$ cat config.mk
export PLATFORM = sky130hd
export DESIGN_NAME = bfpc_ctrl
export DESIGN_NICKNAME = d
export VERILOG_FILES = /design/src/design/bfpc_pkg.sv /design/src/design/bfpc_ctrl.sv
export SDC_FILE = /design/constraint.sdc
export NUM_CORES = 1
export LEC_CHECK = 0
export ABC_CLOCK_PERIOD_IN_PS = 2200
export BUFFER_PORTS_ARGS = -buffer_cell sky130_fd_sc_hd__buf_2
export CAP_MARGIN = 15
export CORE_ASPECT_RATIO = 1.25
export CORE_MARGIN = 3
export CORE_UTILIZATION = 52
export DETAILED_ROUTE_END_ITERATION = 10
export PLACE_DENSITY = 0.77
export SYNTH_ARGS = -nofsm -noshare
export SYNTH_HDL_FRONTEND = slang
export SYNTH_SLANG_ARGS = --single-unit
$ cat constraint.sdc
create_clock -name clock -period 2.2 [get_ports clock]
set_input_delay 0.66 -clock clock [delete_from_list [all_inputs] [get_ports clock]]
set_output_delay 0.66 -clock clock [all_outputs]
set_load 0.01 [all_outputs]
$ cat src/design/bfpc_pkg.sv
package bfpc_pkg;

   // field widths
   localparam int unsigned POS_W   = 32;
   localparam int unsigned QUAT_W  = 16;
   localparam int unsigned GAIN_W  = 48;
   localparam int unsigned LANE_W  = 16;
   localparam int unsigned LIM_W   = 31;
   localparam int unsigned ADDR_W  = 2;

   // shared multiplier operand widths (b holds sin/cos up to 24 fraction bits)
   localparam int unsigned MUL_A_W = 40;
   localparam int unsigned MUL_B_W = 26;
   localparam int unsigned MUL_P_W = MUL_A_W + MUL_B_W;

   // sequencer fields
   localparam int unsigned STEP_W  = 5;
   localparam int unsigned ITER_W  = 5;
   localparam int unsigned AXIS_W  = 2;

   // event kinds
   localparam logic [1:0] OP_REF  = 2'd0;
   localparam logic [1:0] OP_ODOM = 2'd1;
   localparam logic [1:0] OP_TICK = 2'd2;

   // register indexes
   localparam logic [ADDR_W-1:0] REG_P_GAINS   = 2'd0;
   localparam logic [ADDR_W-1:0] REG_I_GAINS   = 2'd1;
   localparam logic [ADDR_W-1:0] REG_D_GAINS   = 2'd2;
   localparam logic [ADDR_W-1:0] REG_VEL_LIMIT = 2'd3;

   // register reset values
   localparam logic [GAIN_W-1:0] P_GAINS_RST   = 48'd21110032699392;
   localparam logic [GAIN_W-1:0] I_GAINS_RST   = 48'd3517605085594;
   localparam logic [GAIN_W-1:0] D_GAINS_RST   = 48'd10557163833344;
   localparam logic [LIM_W-1:0]  VEL_LIMIT_RST = 31'd65536;

   // cordic gain compensation, 2^30 scale
   localparam logic signed [35:0] CORDIC_K = 36'sd652032874;

   // floor(y/25) estimate: (y * DIV25_M) >> DIV25_SH, low by at most one
   localparam logic [24:0] DIV25_M  = 25'd21474836;
   localparam int unsigned DIV25_SH = 29;

   // sequencer steps
   localparam logic [STEP_W-1:0] ST_IDLE     = 5'd0;
   localparam logic [STEP_W-1:0] ST_Q_WZ     = 5'd1;
   localparam logic [STEP_W-1:0] ST_Q_XY     = 5'd2;
   localparam logic [STEP_W-1:0] ST_Q_YY     = 5'd3;
   localparam logic [STEP_W-1:0] ST_Q_ZZ     = 5'd4;
   localparam logic [STEP_W-1:0] ST_YAW_INIT = 5'd5;
   localparam logic [STEP_W-1:0] ST_YAW_ITER = 5'd6;
   localparam logic [STEP_W-1:0] ST_YAW_DONE = 5'd7;
   localparam logic [STEP_W-1:0] ST_SC_INIT  = 5'd8;
   localparam logic [STEP_W-1:0] ST_SC_ITER  = 5'd9;
   localparam logic [STEP_W-1:0] ST_SC_DONE  = 5'd10;
   localparam logic [STEP_W-1:0] ST_ROT0     = 5'd11;
   localparam logic [STEP_W-1:0] ST_ROT1     = 5'd12;
   localparam logic [STEP_W-1:0] ST_ROT2     = 5'd13;
   localparam logic [STEP_W-1:0] ST_ROT3     = 5'd14;
   localparam logic [STEP_W-1:0] ST_ROT4     = 5'd15;
   localparam logic [STEP_W-1:0] ST_AX_DIV   = 5'd16;
   localparam logic [STEP_W-1:0] ST_AX_QUO   = 5'd17;
   localparam logic [STEP_W-1:0] ST_AX_REM   = 5'd18;
   localparam logic [STEP_W-1:0] ST_AX_INT   = 5'd19;
   localparam logic [STEP_W-1:0] ST_AX_MIH   = 5'd20;
   localparam logic [STEP_W-1:0] ST_AX_MIL   = 5'd21;
   localparam logic [STEP_W-1:0] ST_AX_MD    = 5'd22;
   localparam logic [STEP_W-1:0] ST_AX_SUM   = 5'd23;
   localparam logic [STEP_W-1:0] ST_EMIT     = 5'd24;

   typedef struct packed {
      logic [1:0]               op;
      logic signed [POS_W-1:0]  pos_x;
      logic signed [POS_W-1:0]  pos_y;
      logic signed [POS_W-1:0]  pos_z;
      logic signed [QUAT_W-1:0] quat_w;
      logic signed [QUAT_W-1:0] quat_x;
      logic signed [QUAT_W-1:0] quat_y;
      logic signed [QUAT_W-1:0] quat_z;
   } req_type;

   typedef struct packed {
      logic                    status;
      logic signed [POS_W-1:0] vel_x;
      logic signed [POS_W-1:0] vel_y;
      logic signed [POS_W-1:0] vel_z;
      logic [2:0]              clamped_axes;
   } rsp_type;

   typedef struct packed {
      logic [STEP_W-1:0] step;
      logic [ITER_W-1:0] iter;
      logic [AXIS_W-1:0] axis;
   } cmd_type;

   // atan(2^-i) in units of 2^-32 turn
   function automatic logic [31:0] atan_turn(input logic [ITER_W-1:0] idx);
      logic [31:0] a;
      case (idx)
         5'd0:  a = 32'h20000000;
         5'd1:  a = 32'h12E4051E;
         5'd2:  a = 32'h09FB385B;
         5'd3:  a = 32'h051111D4;
         5'd4:  a = 32'h028B0D43;
         5'd5:  a = 32'h0145D7E1;
         5'd6:  a = 32'h00A2F61E;
         5'd7:  a = 32'h00517C55;
         5'd8:  a = 32'h0028BE53;
         5'd9:  a = 32'h00145F2F;
         5'd10: a = 32'h000A2F98;
         5'd11: a = 32'h000517CC;
         5'd12: a = 32'h00028BE6;
         5'd13: a = 32'h000145F3;
         5'd14: a = 32'h0000A2FA;
         5'd15: a = 32'h0000517D;
         5'd16: a = 32'h000028BE;
         5'd17: a = 32'h0000145F;
         5'd18: a = 32'h00000A30;
         5'd19: a = 32'h00000518;
         5'd20: a = 32'h0000028C;
         5'd21: a = 32'h00000146;
         5'd22: a = 32'h000000A3;
         5'd23: a = 32'h00000051;
         default: a = 32'h0;
      endcase
      return a;
   endfunction

endpackage

$ cat src/design/bfpc_ctrl.sv
module bfpc_ctrl #(
   parameter int CORDIC_STEPS = 16
) (
   input  logic                  clock,
   input  logic                  reset,
   input  logic                  accept,
   input  logic [1:0]            op,
   input  logic                  target_seen,
   input  logic                  rsp_free,
   output bfpc_pkg::cmd_type     cmd,
   output logic                  idle,
   output logic                  emit
);
   import bfpc_pkg::*;

   localparam logic [ITER_W-1:0] LAST_ITER = ITER_W'(CORDIC_STEPS - 1);

   logic [STEP_W-1:0] state_ff, state_in;
   logic [ITER_W-1:0] iter_ff, iter_in;
   logic [AXIS_W-1:0] axis_ff, axis_in;

   // next state
   always_comb begin
      state_in = state_ff;
      iter_in  = iter_ff;
      axis_in  = axis_ff;
      unique case (state_ff)
         ST_IDLE: begin
            if (accept) begin
               case (op)
                  OP_ODOM: state_in = ST_Q_WZ;
                  OP_TICK: state_in = target_seen ? ST_SC_INIT : ST_EMIT;
                  default: state_in = ST_IDLE;
               endcase
            end
         end
         ST_Q_WZ:     state_in = ST_Q_XY;
         ST_Q_XY:     state_in = ST_Q_YY;
         ST_Q_YY:     state_in = ST_Q_ZZ;
         ST_Q_ZZ:     state_in = ST_YAW_INIT;
         ST_YAW_INIT: begin
            state_in = ST_YAW_ITER;
            iter_in  = '0;
         end
         ST_YAW_ITER: begin
            if (iter_ff == LAST_ITER) begin
               state_in = ST_YAW_DONE;
            end else begin
               iter_in = iter_ff + 1'b1;
            end
         end
         ST_YAW_DONE: state_in = ST_IDLE;
         ST_SC_INIT: begin
            state_in = ST_SC_ITER;
            iter_in  = '0;
         end
         ST_SC_ITER: begin
            if (iter_ff == LAST_ITER) begin
               state_in = ST_SC_DONE;
            end else begin
               iter_in = iter_ff + 1'b1;
            end
         end
         ST_SC_DONE: state_in = ST_ROT0;
         ST_ROT0:    state_in = ST_ROT1;
         ST_ROT1:    state_in = ST_ROT2;
         ST_ROT2:    state_in = ST_ROT3;
         ST_ROT3:    state_in = ST_ROT4;
         ST_ROT4: begin
            state_in = ST_AX_DIV;
            axis_in  = '0;
         end
         ST_AX_DIV:  state_in = ST_AX_QUO;
         ST_AX_QUO:  state_in = ST_AX_REM;
         ST_AX_REM:  state_in = ST_AX_INT;
         ST_AX_INT:  state_in = ST_AX_MIH;
         ST_AX_MIH:  state_in = ST_AX_MIL;
         ST_AX_MIL:  state_in = ST_AX_MD;
         ST_AX_MD:   state_in = ST_AX_SUM;
         ST_AX_SUM: begin
            if (axis_ff == AXIS_W'(2)) begin
               state_in = ST_EMIT;
            end else begin
               state_in = ST_AX_DIV;
               axis_in  = axis_ff + 1'b1;
            end
         end
         ST_EMIT: begin
            if (rsp_free) begin
               state_in = ST_IDLE;
            end
         end
         default: state_in = ST_IDLE;
      endcase
   end

   // state registers
   always_ff @(posedge clock) begin
      if (reset) begin
         state_ff <= ST_IDLE;
         iter_ff  <= '0;
         axis_ff  <= '0;
      end else begin
         state_ff <= state_in;
         iter_ff  <= iter_in;
         axis_ff  <= axis_in;
      end
   end

   // commands to the datapath
   assign cmd.step = state_ff;
   assign cmd.iter = iter_ff;
   assign cmd.axis = axis_ff;
   assign idle     = (state_ff == ST_IDLE);
   assign emit     = (state_ff == ST_EMIT) && rsp_free;

endmodule

; Yosys cells after proc, flatten, opt, wreduce, memory -nomap -nowiden
; Index checks and enable logic that the tools add are counted.
[op_classes]
mux = 12
n_reduce_logical = 9
n_lt_le_gt_ge = 0
n_addsub = 2
div = 0
n_eq_ne = 33
mul = 0
shifts = 0
bitwise = 0
[ops]
columns = op, n
row1 = $pmux W5 S24, 1
row2 = $eq A5 B4 Y1 const B, 9
row3 = $eq A5 B5 Y1 const B, 9
row4 = $mux W5, 6
row5 = $pmux W5 S2, 2
row6 = $eq A5 B3 Y1 const B, 3
row7 = $ne A2 B2 Y1 const B, 6
row8 = $eq A5 B2 Y1 const B, 2
row9 = $add A5 B1 Y5 const B, 1
row10 = $eq A5 B1 Y1 const B, 1
row11 = $logic_not A5 Y1, 1
row12 = $eq A2 B2 Y1 const B, 2
row13 = $mux W4, 1
row14 = $pmux W2 S2, 1
row15 = $reduce_and A2 Y1, 2
row16 = $reduce_and A4 Y1, 1
row17 = $reduce_bool A2 Y1, 2
row18 = $reduce_or A2 Y1, 2
row19 = $add A2 B1 Y2 const B, 1
row20 = $eq A2 B1 Y1 const B, 1
row21 = $mux W2, 1
row22 = $logic_and A1 B1 Y1, 1
[word_totals]
mem_bits_rw = 0
mem_count = 0
latchBits = 0
regBits = 12
romBits = 0
input_bits = 7
output_inout_bits = 14

; Logic depth before layout (Yosys ltp)
; Gate-level depths: netlist of run 1.
[depth]
ltp_word = 4
ltp_mapped = 7
depth_no_buf = 7

; Worst setup path after synthesis of run 1
; Ideal clock, no wire load.
[synth_path]
path_type = register -> register
from = register iter_ff[0]
to = register iter_ff[3]
arrival_ps = 1753
stages_incl_launch_ff = 8
synth_period_minus_slack_ps = 1824
path_buffers = 0
setup_slack_ps = 376
path_cell_list = dfxtp_1 ha_1 and3_1 ha_1 nor4bb_1 o21ai_0 a211oi_1 mux2i_1
[synth_between]
elab_chain_cells = 3
[synth_rtl]
columns = item, line_no
row1 = "start, declared", bfpc_ctrl.sv:19  ; logic [ITER_W-1:0] iter_ff, iter_in;
row2 = "start signal, assigned", bfpc_ctrl.sv:105  ; iter_ff <= iter_in;
row3 = $add A5 B1 Y5 / $eq A5 B4 Y1 (equally long branches), --
row4 = $mux W5 / $ne A2 B2 Y1 (equally long branches), --
row5 = $pmux W5 S2 / $reduce_and A2 Y1 (equally long branches), --
; Several ways; a longest one is shown, not always the timed one. The select of a mux whose other input is x is not followed.
; A chain may end at the register's enable or synchronous reset.

; Final worst setup path of run 1
[layout_path]
from = register state_ff[1]
to = output port emit
[layout_between]
elab_chain_cells = 2
[layout_rtl]
columns = item, line_no
row1 = "start, declared", bfpc_ctrl.sv:18  ; logic [STEP_W-1:0] state_ff, state_in;
row2 = "start signal, assigned", bfpc_ctrl.sv:104  ; state_ff <= state_in;
row3 = $eq A5 B5 Y1, bfpc_ctrl.sv:115  ; assign emit = (state_ff == ST_EMIT) && rsp_free;
row4 = $logic_and A1 B1 Y1, bfpc_ctrl.sv:115
row5 = "end, declared", bfpc_ctrl.sv:12  ; output logic emit
; Every way passes these cells.

==> results.py, run 1 <==
metrics = {
    "outcome": {
        "outcome": "completed",
    },
    "global_routing": {
        "grt_pass1_wl_mm": 3.28,
        "gr-total-overflow": 0,
        "grt_start_max_net_pins": 19,
        "grtUsageTotal_pct": 18.3,
        "antenna_found_initial": 0,
        "grt_pass1_vias": 809,
    },
    "placed_design": {
        "port_buffers": 20,
        "dp.cells": 142,
        "gp_congestion": 0.839,
        "dp_hpwl_mm": 1.43,
    },
    "clocking": {
        "htree_levels": 1,
        "cts_tree": "done",
        "holdBufCountCts": 0,
        "clk_pin_slew_worst_paths_ps": 80,
        "insertion_delay_ps": 270,
        "cts_root_buffer": "clkbuf_4",
        "cts_resized": 0,
        "cts.sinks": 12,
        "post_cts_buffers": 0,
        "cts_buffer_depth": 2,
        "cts-buffers-inserted": 3,
    },
    "logic_synthesis": {
        "synth_flop_cell": "dfxtp_1",
        "synthesis.area_um2": 906,
        "synth_seq_cells": 12,
        "postSynthAreaPerCell_um2": 8.31,
        "yosys_warnings": 0,
        "synth_edf_count": 0,
        "synthTopCellsByArea": "dfxtp_1 27%, ha_1 8.3%, a21oi_1 3.3%",
        "syn-instance-count": 109,
        "synth_largest_area_cell": "dfxtp_1",
        "synth_seq_area_share_pct": 26.5,
        "synth_fp_nets": 122,
        "synth_top_cell_area_share_pct": 26.5,
        "yosysUniqueCellTypes": 44,
        "ys_async_sr_fraction_pct": 0,
    },
    "critical_path": {
        "cpLargestDelayFamily": "flip-flops",
        "crit_required_ps": 1540,
        "critical_path_class": "flip-flop to primary output",
        "arrival_ps": 1430,
        "endpoint_kind": "primary output",
        "max_stage_delay_ps": 700,
        "cp_max_fo": 18,
        "cp_slowest_cell": "dfxtp_1",
        "worstReg2RegStart": "iter_ff[0]",
        "path_cells": "nor2_1 -> and4_1 -> buf_2",
        "path_buf_inv": 1,
        "startpoint": "state_ff[1]",
        "start_kind": "flip-flop",
    },
    "power": {
        "leakagePower_nw": 0.441,
        "ir_worst_vdd_v": 0.000449,
        "p_per_area_mw_per_mm2": 865,
    },
    "drt": {
        "drtIter0Drc": 12,
        "drc": 0,
        "wirelength_mm": 1.94,
        "ant_nets": 0,
        "vias": 902,
        "dr.pass1.iters": 4,
        "detail_route.vias_per_cell": 6.18,
        "wire_per_inst_um": 13.3,
    },
    "run": {
        "maxCapViolations": 0,
    },
    "die": {
        "core_area_mm2": 0.00160,
        "die_w_um": 43.3,
        "io_pins": 21,
        "start_util_pct": 56.6,
        "rows": 16,
        "die_area_mm2": 0.00228,
        "fp.dieH_um": 52.7,
    },
    "hold_path": {
        "min_path_type": "flip-flop to flip-flop",
        "hp-start": "axis_ff[1]",
    },
    "sta": {
        "min_period_ps": 2090,
        "fmax_mhz": 478,
        "skew_ps": 1.49,
        "slew_headroom_pct": 61.0,
        "hold_violations": 0,
        "tightest_slew_ps": 584,
        "period_share_pct": 95.0,
        "drv_slew": 0,
        "fin_setup_tns_ps": 0,
        "grt_setup_unrepaired": "false",
        "setup_violations": 0,
    },
    "layout": {
        "seq_area_um2": 240,
        "drive_gt1_share_pct": 24.2,
        "final_core_util_pct": 65.2,
        "areaGrowthSynthToFinish_pct": 15.3,
        "mostFrequentLayoutCells": "20 x buf_2, 12 x dfxtp_1, 7 x inv_1, 7 x nand2_1",
        "multiInputGateArea_um2": 597,
        "nNetsFinal": 142,
        "antenna_cells": 0,
        "mostFrequentLayoutCell": "buf_2",
        "fillers": 138,
        "fin_cells": 146,
    },
}
where the power goes:
part	switching [W]	leakage, nW	total (W)	internal, W
clock network	0.0000786	0.0210	0.000179	0.000101
registers	0.0000629	0.0971	0.000306	0.000243
logic	0.000221	0.323	0.000419	0.000198
routing by layer:
layer	global-route usage, %	up-vias	part of all wire, %
met5	0	-	0
met4	5.53	0	0.82
met3	3.44	2	6.2
met2	32.3	29	50
met1	22.1	428	43
li1	-	443	-
cells in the mapped netlist (3+ instances only):
master / n
nor3b_1: 4
or3_1: 4
o22ai_1: 3
nand3_1: 3
nor2_1: 4
buf_2: 4
a211oi_1: 4
nor2b_1: 4
ha_1: 6
clkbuf_1: 3
inv_1: 7
a21oi_1: 6
dfxtp_1: 12
nand2_1: 7
worst register-to-register path: cells and delay by family (launching register included):
kind / cells / cell delay, ps
compound gates: 3 / 600
flops: 1 / 350
simple gates: 2 / 440
fa+ha+maj: 2 / 450
layout make-up:
type,instances,area share [%]
multi-input combinational,82,57.1
sequential,12,23.0
timing repair buffer,23,11.7
clock buffer,4,3.47
inverter,7,2.51
tap,18,2.16
final timing paths:
kind,endpoint,slack (ps),cells after the start
worst max-delay path,emit,110,3
worst min-delay path,axis_ff[1],480,2
worst max register to register,iter_ff[1],230,7
worst min register to register,axis_ff[1],480,2
kinds of logic after synthesis:
kind of cell | count (synthesis) | share of synthesized area, %
simple gates | 45 | 32.3
mux | 1 | 1.11
xor+xnor | 2 | 1.93
compound gates | 28 | 22.2
flops | 12 | 26.5
fa+ha+maj | 6 | 8.29
buf+inv | 15 | 7.60
registers in the layout (all words and copies together), names as in the netlist:
signal and cells:
state_ff 5, iter_ff 5, axis_ff 2
stage by stage:
step | area, µm² | total power (W) | setup WS (ps) | hold slack, ps
4_1_cts | 1040 | 0.000905 | 115 | 488
5_1_grt | 1040 | 0.000957 | 10.2 | 535
6_report | 1040 | 0.000903 | 109 | 485
3_5_place_dp | 1010 | 0.000727 | 248 | 478
3_3_place_gp | 1010 | 0.000722 | 303 | 462
2_1_floorplan | 906 | 0.000632 | 376 | 491
No activity file was read; power rests on OpenSTA's default activity.
==> run 2, diff against run 1 <==
REMOVE_ABC_BUFFERS = 1   (was default)
==> results.py, run 2 (synthesis results as in run 1) <==
metrics = {
    "outcome": {
        "outcome": "completed",
    },
    "critical_path": {
        "start_kind": "flip-flop",
        "critical_path_class": "flip-flop to primary output",
        "arrival_ps": 1400,
        "endpoint_kind": "primary output",
        "cp_max_fo": 20,
        "crit_required_ps": 1540,
    },
    "global_routing": {
        "grt_pass1_vias": 796,
        "grt_start_max_net_pins": 21,
        "gr-total-overflow": 0,
        "grt_pass1_wl_mm": 3.33,
        "antenna_found_initial": 0,
        "grtUsageTotal_pct": 19.6,
    },
    "sta": {
        "period_share_pct": 93.6,
        "skew_ps": 3.03,
        "setup_violations": 0,
        "drv_slew": 0,
        "hold_violations": 0,
        "fmax_mhz": 486,
        "grt_setup_unrepaired": "false",
        "hold_slack_ps": 485,
        "fin_setup_tns_ps": 0,
        "slew_headroom_pct": 67.0,
        "tightest_slew_ps": 495,
        "min_period_ps": 2060,
    },
    "layout": {
        "largest_registers": "iter_ff x5, state_ff x5, axis_ff x2",
        "mostFrequentLayoutCells": "20 x buf_2, 11 x dfxtp_1, 7 x inv_1, 7 x nand2_1",
        "areaGrowthSynthToFinish_pct": 14.0,
        "nNetsFinal": 142,
        "fillers": 149,
        "antenna_cells": 0,
        "mostFrequentLayoutCell": "buf_2",
        "drive_gt1_share_pct": 24.4,
    },
    "placed_design": {
        "dp_hpwl_mm": 1.44,
        "port_buffers": 20,
        "gp_congestion": 0.820,
    },
    "drt": {
        "drc": 0,
        "drtIter0Drc": 17,
        "wirelength_mm": 2.03,
        "detail_route.vias_per_cell": 6.09,
        "wire_per_inst_um": 14.0,
        "vias": 883,
        "dr.pass1.iters": 4,
        "ant_nets": 0,
    },
    "clocking": {
        "cts-buffers-inserted": 3,
        "cts.sinks": 12,
        "holdBufCountCts": 0,
        "insertion_delay_ps": 280,
        "htree_levels": 1,
        "clk_pin_slew_worst_paths_ps": 70,
        "cts_tree": "done",
        "cts_buffer_depth": 2,
        "cts_root_buffer": "clkbuf_4",
    },
    "power": {
        "leakagePower_nw": 0.435,
        "ir_worst_vdd_v": 0.000483,
        "p_per_area_mw_per_mm2": 835,
    },
    "die": {
        "fp.dieH_um": 52.7,
        "core_area_mm2": 0.00160,
        "rows": 16,
        "die_area_mm2": 0.00228,
        "die_w_um": 43.3,
        "io_pins": 21,
        "start_util_pct": 56.6,
    },
    "hold_path": {
        "min_path_type": "flip-flop to flip-flop",
    },
    "run": {
        "maxCapViolations": 0,
    },
}
==> run 2: routing by layer <==
layer / global-route usage, % / up-vias / part of all wire, % / routed length (µm)
li1: - / 442 / - / -
met1: 22.4 / 412 / 44 / 893
met2: 33.0 / 24 / 49 / 985
met3: 1.03 / 5 / 4.3 / 87
met4: 16.1 / 0 / 3.0 / 60
met5: 0 / - / 0 / 0
==> run 2: through the flow <==
stage | area (µm²) | std cells | worst slack, ps | total power, W | utilization [%]
2_1_floorplan | 863 | 101 | 375 | 0.000593 | -
3_3_place_gp | 1010 | 142 | 304 | 0.000711 | 63.0
3_5_place_dp | 1010 | 142 | 253 | 0.000724 | 63.0
4_1_cts | 1030 | 145 | 28.4 | 0.000859 | 64.4
5_1_grt | 1030 | 145 | 79.0 | 0.000914 | 64.5
6_report | 1030 | 145 | 142 | 0.000862 | 64.5
==> run 2: cell type report <==
type / count / area [µm²] / share of cell area, %
Inverter: 7 / 26.3 / 2.55
Clock buffer: 3 / 22.5 / 2.18
Timing Repair Buffer: 23 / 123 / 11.9
Multi-Input combinational cell: 82 / 597 / 57.8
Sequential cell: 12 / 241 / 23.4
Tap cell: 18 / 22.5 / 2.18
==> run 2: timing repair <==
item / CTS / global route
buffers inserted: 0 / 0
endpoints found under the hold margin: 0 / 0
setup endpoints to repair: 0 / 2
resized for setup: 0 / 1
==> run 2: path summary, 6_finish.rpt <==
check | startpoint | endpoint | slack, ps | cells past startpoint
worst min register to register | axis_ff[1] | axis_ff[1] | 490 | 2
worst max-delay path | state_ff[3] | idle | 140 | 3
worst max register to register | iter_ff[0] | iter_ff[1] | 230 | 7
worst min-delay path | axis_ff[1] | axis_ff[1] | 490 | 2
==> run 2: where the power goes <==
part / switching (W) / total [W] / internal, W
combinational: 0.000199 / 0.000391 / 0.000192
clock: 0.0000731 / 0.000137 / 0.0000635
sequential: 0.0000895 / 0.000334 / 0.000245
==> run 2: worst max-delay path: stages, from the launching register on <==
cell	delay [ps]
dfxtp_2	420
or3_4	410
nor3_1	130
buf_2	160
==> run 3, diff against run 2 <==
==> constraint.sdc (replaced) <==
create_clock -name clock -period 2.2 [get_ports clock]
set_input_delay 0.22 -clock clock [delete_from_list [all_inputs] [get_ports clock]]
set_output_delay 0.22 -clock clock [all_outputs]
set_load 0.01 [all_outputs]
==> results.py, run 3 (synthesis results as in run 1) <==
metrics = {
    "sta": {
        "min_period_ps": 1980,
        "fmax_mhz": 505,
        "skew_ps": 0.970,
        "setup_violations": 0,
        "period_share_pct": 90.1,
        "tightest_slew_ps": 494,
        "grt_setup_unrepaired": "false",
        "fin_setup_tns_ps": 0,
        "hold_violations": 0,
        "drv_slew": 0,
        "slew_headroom_pct": 67.0,
    },
    "clocking": {
        "cts.sinks": 12,
        "post_cts_buffers": 0,
        "clk_pin_slew_worst_paths_ps": 70,
        "cts-buffers-inserted": 3,
        "insertion_delay_ps": 280,
        "htree_levels": 1,
        "cts_resized": 0,
        "cts_tree": "done",
        "cts_buffer_depth": 2,
        "cts_root_buffer": "clkbuf_4",
        "holdBufCountCts": 0,
    },
    "layout": {
        "postLayoutCellArea_mm2": 0.00104,
        "mostFrequentLayoutCells": "20 x buf_2, 12 x dfxtp_1, 7 x inv_1, 7 x nand2_1",
        "multiInputGateArea_um2": 597,
        "drive_gt1_share_pct": 24.2,
        "largest_registers": "iter_ff x5, state_ff x5, axis_ff x2",
        "seq_area_um2": 240,
        "antenna_cells": 0,
        "mostFrequentLayoutCell": "buf_2",
        "nNetsFinal": 143,
        "areaGrowthSynthToFinish_pct": 14.6,
        "final_core_util_pct": 64.8,
        "fillers": 154,
    },
    "placed_design": {
        "port_buffers": 20,
        "dp_hpwl_mm": 1.46,
        "gp_congestion": 0.827,
        "placed_area_mm2": 0.00102,
    },
    "critical_path": {
        "ff2ff_path_depth": 7,
        "critical_path_class": "flip-flop to flip-flop",
        "reg2reg_to": "iter_ff[1]",
        "arrival_ps": 2130,
        "worstReg2RegStart": "iter_ff[0]",
        "r2r_slack_ps": 220,
        "endpoint_kind": "flip-flop",
        "crit_required_ps": 2350,
        "cp_max_fo": 5,
        "start_kind": "flip-flop",
    },
    "global_routing": {
        "grtUsageTotal_pct": 19.8,
        "gr-total-overflow": 0,
        "antenna_found_initial": 0,
        "grt_pass1_vias": 791,
        "met3_usage_pct": 2.41,
        "grtUsageMet1_pct": 24.5,
        "grt_pass1_wl_mm": 3.42,
        "top_usage_layer": "met2",
        "grt_start_max_net_pins": 19,
        "gr-usage-met2_pct": 31.0,
    },
    "drt": {
        "wirelength_mm": 2.02,
        "drc": 0,
        "dr.pass1.iters": 4,
        "detail_route.vias_per_cell": 6.08,
        "wire_per_inst_um": 13.8,
        "drtIter0Drc": 26,
        "ant_nets": 0,
        "vias": 888,
    },
    "die": {
        "die_w_um": 43.3,
        "die_area_mm2": 0.00228,
        "core_area_mm2": 0.00160,
        "io_pins": 21,
        "fp.dieH_um": 52.7,
        "rows": 16,
        "start_util_pct": 56.6,
    },
    "hold_path": {
        "hp-start": "reset",
        "worstHoldPathCells": 2,
        "whs_endpoint": "axis_ff[0]",
        "min_path_type": "input port to flip-flop",
    },
    "power": {
        "ir_worst_vdd_v": 0.000577,
        "p_per_area_mw_per_mm2": 833,
        "leakagePower_nw": 0.440,
        "fin_total_pwr_w": 0.000865,
    },
    "outcome": {
        "outcome": "completed",
    },
    "run": {
        "maxCapViolations": 0,
    },
}
[run 3: cell types whose count changed in the layout (fill, tap and decap cells not counted)]
cell,change
buf_4,+1
dfxtp_2,-1
dfxtp_1,+1
[run 3: where the power goes]
group | internal, W | total, W | switching [W] | leakage, nW
registers | 0.000243 | 0.000317 | 0.0000746 | 0.0971
clock network | 0.0000635 | 0.000137 | 0.0000735 | 0.0138
logic | 0.000202 | 0.000411 | 0.000208 | 0.329
[run 3: cell type report]
type,count,share of cell area (%)
inverter,7,2.53
sequential,12,23.1
multi-input combinational,82,57.5
clock buffer,3,2.17
timing repair buffer,24,12.5
tap,18,2.17
[run 3: worst max path at each step]
stage	slack, ps	start	to	depth (start not counted)
2_1_floorplan	370	iter_ff[0]	iter_ff[3]	7
4_1_cts	230	iter_ff[0]	iter_ff[1]	7
3_3_place_gp	310	iter_ff[0]	iter_ff[1]	7
6_report	220	iter_ff[0]	iter_ff[1]	7
5_1_grt	90	iter_ff[0]	iter_ff[0]	7
3_5_place_dp	240	iter_ff[0]	iter_ff[1]	7
[run 3: critical path: stages (launching register included)]
cell      delay (ps)
dfxtp_1          350
ha_1             240
and3_1           190
ha_1             230
nor4bb_1         250
o21ai_0          140
a21oi_1          310
o32ai_1          150
[run 3: metal layers]
metal | wire, µm | up-vias | share of wire (%)
met2 | 951 | 30 | 47
met3 | 107 | 7 | 5.3
met4 | 70 | 0 | 3.5
met5 | 0 | - | 0
li1 | - | 448 | -
met1 | 893 | 403 | 44
[run 3: per-stage QoR]
step	setup slack [ps]	hold slack (ps)	std cells
floorplan	375	289	101
global placement	313	458	143
detailed placement	241	467	143
CTS	232	274	146
global route	85.2	298	146
finish	218	286	146
